[src/mandelbrot_escape_time_assert.svh]
// assertion macros for the mandelbrot escape-time block
// used by mandelbrot_escape_time.sv, no other dependencies
`ifndef MANDELBROT_ESCAPE_TIME_ASSERT_SVH
`define MANDELBROT_ESCAPE_TIME_ASSERT_SVH
`ifndef SYNTHESIS
`define MET_ASSERT(lbl, clk, rst_n, prop, msg) \
    lbl: assert property (@(posedge clk) disable iff (!rst_n) prop) else $error(msg);
`define MET_ASSERT_ALWAYS(lbl, clk, prop, msg) \
    lbl: assert property (@(posedge clk) prop) else $error(msg);
`else
`define MET_ASSERT(lbl, clk, rst_n, prop, msg)
`define MET_ASSERT_ALWAYS(lbl, clk, prop, msg)
`endif
`endif

[src/met_pkg.sv]
// types, constants and fixed-point helpers for the mandelbrot escape-time block
// no dependencies
`timescale 1ns / 1ps

package met_pkg;

    localparam int FRAC_BITS  = 28;
    localparam int REG_FRAC   = 28;
    localparam int WORD_W     = FRAC_BITS + 4;
    localparam int PROD_W     = 2 * WORD_W;
    localparam int IMAGE_SIZE = 1024;
    localparam int IDX_W      = 10;
    localparam int CNT_W      = 12;
    localparam int ADDR_W     = 4;
    localparam int DATA_W     = 32;
    localparam int STEP_W     = 31;

    typedef logic signed [WORD_W-1:0] word_t;
    typedef logic signed [PROD_W-1:0] prod_t;
    typedef logic signed [WORD_W:0]   word_ext_t;
    typedef logic [IDX_W-1:0]         idx_t;
    typedef logic [CNT_W-1:0]         cnt_t;
    typedef logic [1:0]               reg_idx_t;

    localparam reg_idx_t REG_X_ORIGIN   = 2'd0;
    localparam reg_idx_t REG_Y_ORIGIN   = 2'd1;
    localparam reg_idx_t REG_PIXEL_STEP = 2'd2;
    localparam reg_idx_t REG_MAX_ITER   = 2'd3;

    localparam logic [31:0]       X_ORIGIN_RST   = 32'hE000_0000;
    localparam logic [31:0]       Y_ORIGIN_RST   = 32'hE000_0000;
    localparam logic [STEP_W-1:0] PIXEL_STEP_RST = STEP_W'(1048576);
    localparam cnt_t              MAX_ITER_RST   = CNT_W'(255);

    localparam word_t WORD_MAX = {1'b0, {(WORD_W-1){1'b1}}};
    localparam word_t WORD_MIN = {1'b1, {(WORD_W-1){1'b0}}};
    localparam word_ext_t FOUR = word_ext_t'((WORD_W+1)'(1) << (FRAC_BITS + 2));

    // register format to internal word, right shift rounds toward minus infinity
    function automatic word_t to_word(input logic signed [31:0] v);
        logic signed [63:0] wide;
        wide = 64'(v);
        if (FRAC_BITS >= REG_FRAC)
            wide = wide <<< (FRAC_BITS - REG_FRAC);
        else
            wide = wide >>> (REG_FRAC - FRAC_BITS);
        return wide[WORD_W-1:0];
    endfunction

    function automatic word_t sat_add(input word_t a, input word_t b);
        word_ext_t s;
        s = word_ext_t'(a) + word_ext_t'(b);
        if (s[WORD_W] != s[WORD_W-1])
            return s[WORD_W] ? WORD_MIN : WORD_MAX;
        return s[WORD_W-1:0];
    endfunction

    // floor(p / 2^sh) saturated to the word range
    function automatic word_t sat_shift(input prod_t p, input int unsigned sh);
        prod_t q;
        q = p >>> sh;
        if ((&q[PROD_W-1:WORD_W-1]) || !(|q[PROD_W-1:WORD_W-1]))
            return q[WORD_W-1:0];
        return q[PROD_W-1] ? WORD_MIN : WORD_MAX;
    endfunction

    function automatic idx_t clamp_idx(input idx_t v);
        if (32'(v) > 32'(IMAGE_SIZE - 1))
            return idx_t'(IMAGE_SIZE - 1);
        return v;
    endfunction

endpackage

[src/mandelbrot_escape_time.sv]
// mandelbrot escape-time unit: one shared multiplier under a small sequencer
// depends on met_pkg and mandelbrot_escape_time_assert.svh
//
// channel   | handshake                  | payload
// ----------+----------------------------+--------------------------------
// item      | item_valid / item_ready    | column, row
// result    | res_valid / res_ready      | iter_count, inside_res
// config    | psel, penable, pwrite      | paddr, pwdata, prdata (pready=1)
//
// the pixel is mapped to c in states CR, CI and CIW, then each iteration runs
// MRI, UPD, MRR, MII and TST (three products through the single multiplier),
// then DONE loads the result register.
// reset is asynchronous, active low, and restores the register defaults.
// one item is in flight at a time; a held result blocks only the next finish.
`timescale 1ns / 1ps
`include "mandelbrot_escape_time_assert.svh"

module mandelbrot_escape_time
    import met_pkg::*;
(
    input  logic              clk,
    input  logic              rst_n,
    input  logic              psel,
    input  logic              penable,
    input  logic              pwrite,
    input  logic [ADDR_W-1:0] paddr,
    input  logic [DATA_W-1:0] pwdata,
    output logic [DATA_W-1:0] prdata,
    output logic              pready,
    input  logic              item_valid,
    output logic              item_ready,
    input  logic [IDX_W-1:0]  column,
    input  logic [IDX_W-1:0]  row,
    output logic              res_valid,
    input  logic              res_ready,
    output logic [CNT_W-1:0]  iter_count,
    output logic              inside_res
);

    localparam logic [3:0] S_IDLE = 4'd0;
    localparam logic [3:0] S_CR   = 4'd1;
    localparam logic [3:0] S_CI   = 4'd2;
    localparam logic [3:0] S_CIW  = 4'd3;
    localparam logic [3:0] S_MRI  = 4'd4;
    localparam logic [3:0] S_UPD  = 4'd5;
    localparam logic [3:0] S_MRR  = 4'd6;
    localparam logic [3:0] S_MII  = 4'd7;
    localparam logic [3:0] S_TST  = 4'd8;
    localparam logic [3:0] S_DONE = 4'd9;

    logic [3:0]        state_reg, state_next;
    logic [31:0]       x_origin_reg, y_origin_reg;
    logic [STEP_W-1:0] pixel_step_reg;
    cnt_t              max_iter_reg;
    logic              res_valid_reg, res_valid_next;
    cnt_t              res_count_reg, res_count_next;
    logic              res_inside_reg, res_inside_next;

    idx_t  col_reg, col_next;
    idx_t  row_reg, row_next;
    word_t cr_reg, cr_next;
    word_t ci_reg, ci_next;
    word_t zr_reg, zr_next;
    word_t zi_reg, zi_next;
    word_t r2_reg, r2_next;
    word_t i2_reg, i2_next;
    cnt_t  n_reg, n_next;
    logic  inside_reg, inside_next;
    prod_t p_reg, p_next;

    word_t     mul_a, mul_b;
    word_t     step_w;
    word_t     i2_now;
    word_ext_t four_minus_r2;
    logic      escape;
    cnt_t      n_plus;
    logic      cfg_wr;
    reg_idx_t  cfg_idx;

    assign cfg_wr     = psel && penable && pwrite;
    assign cfg_idx    = paddr[ADDR_W-1:2];
    assign pready     = 1'b1;
    assign item_ready = (state_reg == S_IDLE);
    assign res_valid  = res_valid_reg;
    assign iter_count = res_count_reg;
    assign inside_res = res_inside_reg;

    assign step_w        = to_word(signed'({1'b0, pixel_step_reg}));
    assign i2_now        = sat_shift(p_reg, FRAC_BITS);
    assign four_minus_r2 = FOUR - word_ext_t'(r2_reg);
    assign escape        = (word_ext_t'(r2_reg) > FOUR) || (word_ext_t'(i2_now) > four_minus_r2);
    assign n_plus        = n_reg + CNT_W'(1);

    always_comb
    begin
        case (cfg_idx)
            REG_X_ORIGIN:   prdata = x_origin_reg;
            REG_Y_ORIGIN:   prdata = y_origin_reg;
            REG_PIXEL_STEP: prdata = {1'b0, pixel_step_reg};
            REG_MAX_ITER:   prdata = {{(DATA_W-CNT_W){1'b0}}, max_iter_reg};
            default:        prdata = '0;
        endcase
    end

    // shared multiplier operand select
    always_comb
    begin
        case (state_reg)
            S_CR:
            begin
                mul_a = step_w;
                mul_b = {{(WORD_W-IDX_W){1'b0}}, col_reg};
            end
            S_CI:
            begin
                mul_a = step_w;
                mul_b = {{(WORD_W-IDX_W){1'b0}}, row_reg};
            end
            S_MRR:
            begin
                mul_a = zr_reg;
                mul_b = zr_reg;
            end
            S_MII:
            begin
                mul_a = zi_reg;
                mul_b = zi_reg;
            end
            default:
            begin
                mul_a = zr_reg;
                mul_b = zi_reg;
            end
        endcase
        p_next = mul_a * mul_b;
    end

    always_comb
    begin
        state_next      = state_reg;
        col_next        = col_reg;
        row_next        = row_reg;
        cr_next         = cr_reg;
        ci_next         = ci_reg;
        zr_next         = zr_reg;
        zi_next         = zi_reg;
        r2_next         = r2_reg;
        i2_next         = i2_reg;
        n_next          = n_reg;
        inside_next     = inside_reg;
        res_count_next  = res_count_reg;
        res_inside_next = res_inside_reg;
        res_valid_next  = res_valid_reg && !res_ready;
        case (state_reg)
            S_IDLE:
            begin
                if (item_valid)
                begin
                    col_next   = clamp_idx(column);
                    row_next   = clamp_idx(row);
                    state_next = S_CR;
                end
            end
            S_CR:
            begin
                state_next = S_CI;
            end
            S_CI:
            begin
                cr_next    = sat_add(to_word(signed'(x_origin_reg)), sat_shift(p_reg, 0));
                state_next = S_CIW;
            end
            S_CIW:
            begin
                ci_next = sat_add(to_word(signed'(y_origin_reg)), sat_shift(p_reg, 0));
                zr_next = '0;
                zi_next = '0;
                r2_next = '0;
                i2_next = '0;
                n_next  = '0;
                if (max_iter_reg == '0)
                begin
                    inside_next = 1'b1;
                    state_next  = S_DONE;
                end
                else
                begin
                    state_next = S_MRI;
                end
            end
            S_MRI:
            begin
                state_next = S_UPD;
            end
            S_UPD:
            begin
                zr_next    = sat_add(sat_add(r2_reg, -i2_reg), cr_reg);
                zi_next    = sat_add(sat_shift(p_reg, FRAC_BITS - 1), ci_reg);
                state_next = S_MRR;
            end
            S_MRR:
            begin
                state_next = S_MII;
            end
            S_MII:
            begin
                r2_next    = sat_shift(p_reg, FRAC_BITS);
                state_next = S_TST;
            end
            S_TST:
            begin
                i2_next = i2_now;
                if (escape)
                begin
                    inside_next = 1'b0;
                    state_next  = S_DONE;
                end
                else
                begin
                    n_next = n_plus;
                    if (n_plus >= max_iter_reg)
                    begin
                        inside_next = 1'b1;
                        state_next  = S_DONE;
                    end
                    else
                    begin
                        state_next = S_MRI;
                    end
                end
            end
            S_DONE:
            begin
                if (!res_valid_reg || res_ready)
                begin
                    res_valid_next  = 1'b1;
                    res_count_next  = n_reg;
                    res_inside_next = inside_reg;
                    state_next      = S_IDLE;
                end
            end
            default:
            begin
                state_next = S_IDLE;
            end
        endcase
    end

    always_ff @(posedge clk or negedge rst_n)
    begin
        if (!rst_n)
        begin
            state_reg      <= S_IDLE;
            res_valid_reg  <= 1'b0;
            x_origin_reg   <= X_ORIGIN_RST;
            y_origin_reg   <= Y_ORIGIN_RST;
            pixel_step_reg <= PIXEL_STEP_RST;
            max_iter_reg   <= MAX_ITER_RST;
        end
        else
        begin
            state_reg     <= state_next;
            res_valid_reg <= res_valid_next;
            if (cfg_wr)
            begin
                case (cfg_idx)
                    REG_X_ORIGIN:   x_origin_reg   <= pwdata;
                    REG_Y_ORIGIN:   y_origin_reg   <= pwdata;
                    REG_PIXEL_STEP: pixel_step_reg <= pwdata[STEP_W-1:0];
                    REG_MAX_ITER:   max_iter_reg   <= pwdata[CNT_W-1:0];
                    default:        max_iter_reg   <= max_iter_reg;
                endcase
            end
        end
    end

    always_ff @(posedge clk)
    begin
        col_reg        <= col_next;
        row_reg        <= row_next;
        cr_reg         <= cr_next;
        ci_reg         <= ci_next;
        zr_reg         <= zr_next;
        zi_reg         <= zi_next;
        r2_reg         <= r2_next;
        i2_reg         <= i2_next;
        n_reg          <= n_next;
        inside_reg     <= inside_next;
        p_reg          <= p_next;
        res_count_reg  <= res_count_next;
        res_inside_reg <= res_inside_next;
    end

    `MET_ASSERT(a_busy_after_accept, clk, rst_n, (item_valid && item_ready) |=> !item_ready, "item accepted while busy")
    `MET_ASSERT(a_test_after_square, clk, rst_n, (state_reg == S_TST) |-> ($past(state_reg) == S_MII), "escape test out of sequence")
    `MET_ASSERT(a_result_from_done, clk, rst_n, $rose(res_valid) |-> ($past(state_reg) == S_DONE), "result without finished item")
    `MET_ASSERT_ALWAYS(a_reset_quiet, clk, !rst_n |-> !res_valid, "result valid during reset")

endmodule

[config.mk]
export PLATFORM = sky130hd
export DESIGN_NAME = mandelbrot_escape_time
export DESIGN_NICKNAME = d
export VERILOG_FILES = /design/src/met_pkg.sv /design/src/mandelbrot_escape_time.sv
export VERILOG_INCLUDE_DIRS = /design/src /design/src/src
export SDC_FILE = /design/constraint.sdc
export NUM_CORES = 2
export LEC_CHECK = 0
export ABC_AREA = 1
export BUFFER_PORTS_ARGS = -buffer_cell sky130_fd_sc_hd__buf_2
export CELL_PAD_IN_SITES_DETAIL_PLACEMENT = 1
export CELL_PAD_IN_SITES_GLOBAL_PLACEMENT = 1
export CORE_ASPECT_RATIO = 0.7
export CORE_MARGIN = 4
export CORE_UTILIZATION = 54
export CTS_CLUSTER_DIAMETER = 60
export DETAILED_ROUTE_END_ITERATION = 12
export PLACE_DENSITY = 0.95
export SKIP_LAST_GASP = 1
export SLEW_MARGIN = 20
export SYNTH_ARGS = -nofsm -noshare
export SYNTH_HDL_FRONTEND = slang
export SYNTH_SLANG_ARGS = --single-unit
[constraint.sdc]
create_clock -name clk -period 14.68 [get_ports clk]
set_clock_uncertainty 0.05 [all_clocks]
set_input_delay 3.67 -clock clk [delete_from_list [all_inputs] [get_ports clk]]
set_output_delay 3.67 -clock clk [all_outputs]
set_load 0.02 [all_outputs]
# ---- After elaboration in Yosys (flattened, before gate mapping)
# Cells that the tools add are included.
dict set report word_totals {
  reg_bits 414
  latchBits 0
  ram_bits 0
  rom_bits 0
  in_bits 63
  out_inout_bits 48
  word_cells 156
  mem_count 0
}
dict set report op_classes {
  addsub 8
  mul 1
  div 0
  magnitude_cmp 3
  n_eq_ne 22
  shift 0
  n_mux 68
  n_bitwise 0
  reduce_logical 35
}
# cell count
set op_table {}
lappend op_table {{two-way mux 32 bit} 30}
lappend op_table {{case mux 32 bit (2 select lines)} 5}
lappend op_table {{adder 32 x 32 -> 33 bit} 5}
lappend op_table {{case mux 32 bit (4 select lines)} 1}
lappend op_table {{case mux 32 bit (3 select lines)} 1}
lappend op_table {{multiplier 32 x 32 -> 64 bit} 1}
lappend op_table {{case mux 4 bit (10 select lines)} 1}
lappend op_table {{> comparator 32 x 33 -> 1 bit} 1}
lappend op_table {{AND reduction 33 bit} 1}
lappend op_table {{OR reduction 33 bit} 1}
lappend op_table {{subtractor 32 x 32 -> 33 bit (first input constant)} 1}
lappend op_table {{> comparator 32 bit (second input constant)} 1}
lappend op_table {{negation 32 bit} 1}
lappend op_table {{case mux 12 bit (2 select lines)} 1}
lappend op_table {{two-way mux 1 bit} 22}
lappend op_table {{two-way mux 4 bit} 5}
lappend op_table {{equality test 4 x 3 -> 1 bit (second input constant)} 4}
lappend op_table {{AND reduction 2 bit} 8}
lappend op_table {{adder 12 x 1 -> 12 bit (second input constant)} 1}
lappend op_table {{>= comparator 12 bit} 1}
lappend op_table {{zero test 12 bit} 1}
lappend op_table {{two-way mux 12 bit} 1}
lappend op_table {{equality test 4 x 2 -> 1 bit (second input constant)} 2}
lappend op_table {{equality test 4 bit (second input constant)} 2}
lappend op_table {{other kinds (19)} 39}

# ---- Depth between registers and ports, before layout
dict set report depth {
  word_depth 13
  mapped_depth 43
  depth_no_buf 41
}

# ---- Worst setup path after synthesis
# OpenSTA, ideal clock, no wires.
dict set report synth_timing {
  kind {reg-to-reg}
  from {reg state_reg[0]}
  to {reg p_reg[55]}
  setup_time_ns 0.113
  arrival_time_ns 8.545
  required_time_ns 14.517
  slack_ns 5.973
  path_stages_with_launch 37
  n_path_buf 3
  period_less_slack_ns 8.707
  path_cell_list {dfrtp_1 > nor2_4 > nand2_1 > nor2_2 > buf_2 > nand2_1 > nand4_1 > o21a_1 > buf_2 > inv_1 > buf_2 > nor2_2 > fa_1 > inv_1 > fa_1 > fa_1 > inv_1 > fa_1 > inv_1 > fa_1 > inv_1 > fa_1 > inv_1 > fa_1 > inv_1 > fa_1 > ha_1 > nand2_1 > nor2_1 > inv_1 > nor2_1 > inv_1 > nor2_1 > nand3_1 > or2_2 > nand4_1 > nand2_1}
}
dict set report synth_via {
  elab_chain_len 4
  word_cells_on_any_way 8
  cone_classes {mul (1); eq/ne (4); mux (2); reduce/logical (1)}
}
# element line
set synth_lines {}
lappend synth_lines {{start: declaration} mandelbrot_escape_time.sv:51} ;# logic [3:0] state_reg, state_next;
lappend synth_lines {{start signal: assignment} mandelbrot_escape_time.sv:262} ;# state_reg <= state_next;
lappend synth_lines {{equality test 4 x 2 -> 1 bit / equality test 4 x 1 -> 1 bit (equally long branches)} mandelbrot_escape_time.sv:108} ;# case (state_reg)
lappend synth_lines {{OR reduction 2 bit (no source line)} -}
lappend synth_lines {{case mux 32 bit (2 select lines)} mandelbrot_escape_time.sv:108}
lappend synth_lines {{multiplier 32 x 32 -> 64 bit *} mandelbrot_escape_time.sv:135} ;# p_next = mul_a * mul_b;
lappend synth_lines {{net p_next[55]} mandelbrot_escape_time.sv:69} ;# prod_t p_reg, p_next;
lappend synth_lines {{end signal: assignment} mandelbrot_escape_time.sv:289} ;# p_reg <= p_next;
lappend synth_lines {{end: declaration} mandelbrot_escape_time.sv:69}
# The timed path passes the listed nets; every way through them passes the cells marked *.
# A chain may end at the register's enable or synchronous reset.

# ---- Final worst setup path
dict set report layout_timing {
  from {reg state_reg[1]}
  to {reg p_reg[56]}
}
# Same word-level chain as after synthesis.

==> reports/metrics.cfg <==
[synth]
ys_types = 65
synth_nets = 9960
synthArstFlopShare_pct = 27.1
postSynthAreaPerCell_um2 = 7.92
synth_area_mm2 = 0.0667
synth_seq_cells = 414
synth_top_area_share_pct = 32.6
ys.warnings.count = 0
yosys.area.top_type = fa_1
synth_ff_type = edfxtp_1
synth-edff-count = 238
ys_seq_area_share_pct = 16.9
synthCells = 8418
netlist_top_cells_area = fa_1, edfxtp_1, nand2_1

[setup_path]
rrSetupSlack_ns = 3.08
worstSetupStartpoint = state_reg[1]$_DFFE_PN0P_
crit_end = p_reg[56]$_DFF_P_
endpoint_kind = register
critPathKind = reg2reg
cp_num_cells = 35
reg2reg_from = state_reg[1]$_DFFE_PN0P_
cp_top_family = adder cells
path_buf_inv = 13
rr_endpoint = p_reg[56]$_DFF_P_
cpPeakStageDelay_ns = 0.93
crit_slowest_cell = fa_1
required_ns = 15.13
critPathMaxFanout = 43
start_kind = register
r2r_cells = 35
critical_path_arrival_ns = 12.05

[sta]
slew_headroom_pct = 21.7
fin_ws_ns = 3.08
worstMarginPinSlew_ns = 1.17
grt_setup_unrepaired = false
drv_slew = 0
hold_viol = 0
finalSetupTns_ns = 0
fmax_mhz = 86.2
final.period_utilization_pct = 79.0
min_period_ns = 11.60
setup_viol = 0

[placed_design]
gp_congestion = 1.04
io_buffers = 107
dp_hpwl_mm = 240
place_ws_ns = 3.30

[clock_network]
cts_tree = yes
cts_num_sinks = 414
cts_buffers = 49
cts_hold_buffers = 0
cts_resized = 0
clkTransAtPathRegs_ns = 0.06
cts_setup_buffers = 0
cts_root_buf = clkbuf_16
htreeDepth = 2
cts.path.max_buffers = 3
clock_latency_ns = 0.63

[routing]
drc = 0
wl_mm = 291
wl_per_cell_um = 28.8
vias = 61700
first_iter_violations = 6373
final_antenna_net_count = 0
vias_per_cell = 6.11
drt_pass1_iterations = 6

[finish]
fin_util_pct = 57.9
drive_above_1_share_pct = 5.40
nets = 9959
area_delta_synth_final_pct = 5.99
largest_register_ff_count = 64

[die]
std_cell_rows = 107
core_mm2 = 0.122
die_w_um = 428
io-pin-count = 111
die_h_um = 302
initial_core_util_pct = 54.6
dieArea_mm2 = 0.129

[worst_hold_path]
min_path_type = reg2reg

[global_routing]
track_usage_pct = 44.9
grt_max_degree = 71
grt.overflow.total = 0
antenna_found_initial = 13
grt_pass1_wl_mm = 431
grt_pass1_vias = 68100

[run]
drv_cap = 0

[status]
outcome = completed

cell families after synthesis:
family	count (synthesis)	share of synthesized area (%)
other cells	1	0.00562
simple gates	3312	19.9
xor+xnor	224	2.94
compound gates	952	8.41
buf+inv	2036	11.9
flops	414	16.9
fa+ha+maj	1479	40.0
metal layers:
metal / track usage, % / up-vias / routed length (µm)
li1: - / 25600 / -
met1: 54.8 / 30900 / 105000
met2: 70.3 / 3827 / 128000
met3: 12.1 / 1357 / 33300
met4: 30.7 / 6 / 24700
met5: 0.911 / - / 220
how the worst min path moves through the flow:
| stage | from | end | slack [ns] | cells past startpoint |
|---|---|---|---|---|
| final | inside_reg$_SDFFCE_PN1P_ | inside_res$_DFFE_PP_ | 0.40 | 0 |
| after floorplan | inside_reg$_SDFFCE_PN1P_ | inside_res$_DFFE_PP_ | 0.35 | 0 |
| after global placement | inside_reg$_SDFFCE_PN1P_ | inside_res$_DFFE_PP_ | 0.38 | 0 |
| after detailed placement | inside_reg$_SDFFCE_PN1P_ | inside_res$_DFFE_PP_ | 0.40 | 0 |
| after CTS | inside_reg$_SDFFCE_PN1P_ | inside_res$_DFFE_PP_ | 0.41 | 0 |
| after global routing | inside_reg$_SDFFCE_PN1P_ | inside_res$_DFFE_PP_ | 0.42 | 0 |
through the flow:
step / cell area [µm²] / hold slack, ns / cells
4_1_cts: 70600 / 0.412 / 10100
3_3_place_gp: 69000 / 0.376 / 10000
3_5_place_dp: 69000 / 0.398 / 10000
6_report: 70700 / 0.398 / 10100
5_1_grt: 70700 / 0.416 / 10100
2_1_floorplan: 66700 / 0.350 / 8418
cell usage in the layout (no fill, tap or decap), types with 14 or more instances in the layout:
cell type  count
nand3b_1      19
a22oi_1       26
o21ai_0      294
nand4_1       65
inv_1       1729
nor2_1      1013
nand2_1     1846
dfrtp_1       97
fa_1        1087
nor2_2        24
o21bai_1      42
a21o_1        33
a21oi_1      387
ha_1         392
a21boi_0      22
o2111ai_1     16
nor3_1        63
buf_4        104
buf_2        106
dfstp_2       15
dfxtp_1       64
clkbuf_16     51
a31oi_1       14
inv_2         37
edfxtp_1     238
o22ai_2       15
xnor2_1       57
o21a_1        28
nor4_1        29
xor2_1       167
nand3_1      208
synth_stat cells (63+ instances only):
library cell,instances
a21oi_1,388
buf_2,126
clkbuf_1,105
dfrtp_1,97
dfxtp_1,64
edfxtp_1,238
fa_1,1087
ha_1,392
inv_1,1729
nand2_1,1852
nand3_1,208
nand4_1,65
nor2_1,1017
nor3_1,63
o21ai_0,294
xor2_1,167
area by class of cell:
| class | instances | area [µm²] |
|---|---|---|
| tap | 1635 | 2050 |
| antenna | 7 | 17.5 |
| sequential | 414 | 11200 |
| fill | 15100 | 51400 |
| inverter | 1773 | 6660 |
| clock buffer | 70 | 1430 |
| multi-input combinational | 5968 | 47700 |
| timing repair buffer | 211 | 1330 |
| clock inverter | 20 | 224 |
Power is left out: the tool's default activity adds up to more than one toggle a clock period on the data nets, which glitch-free logic cannot reach.
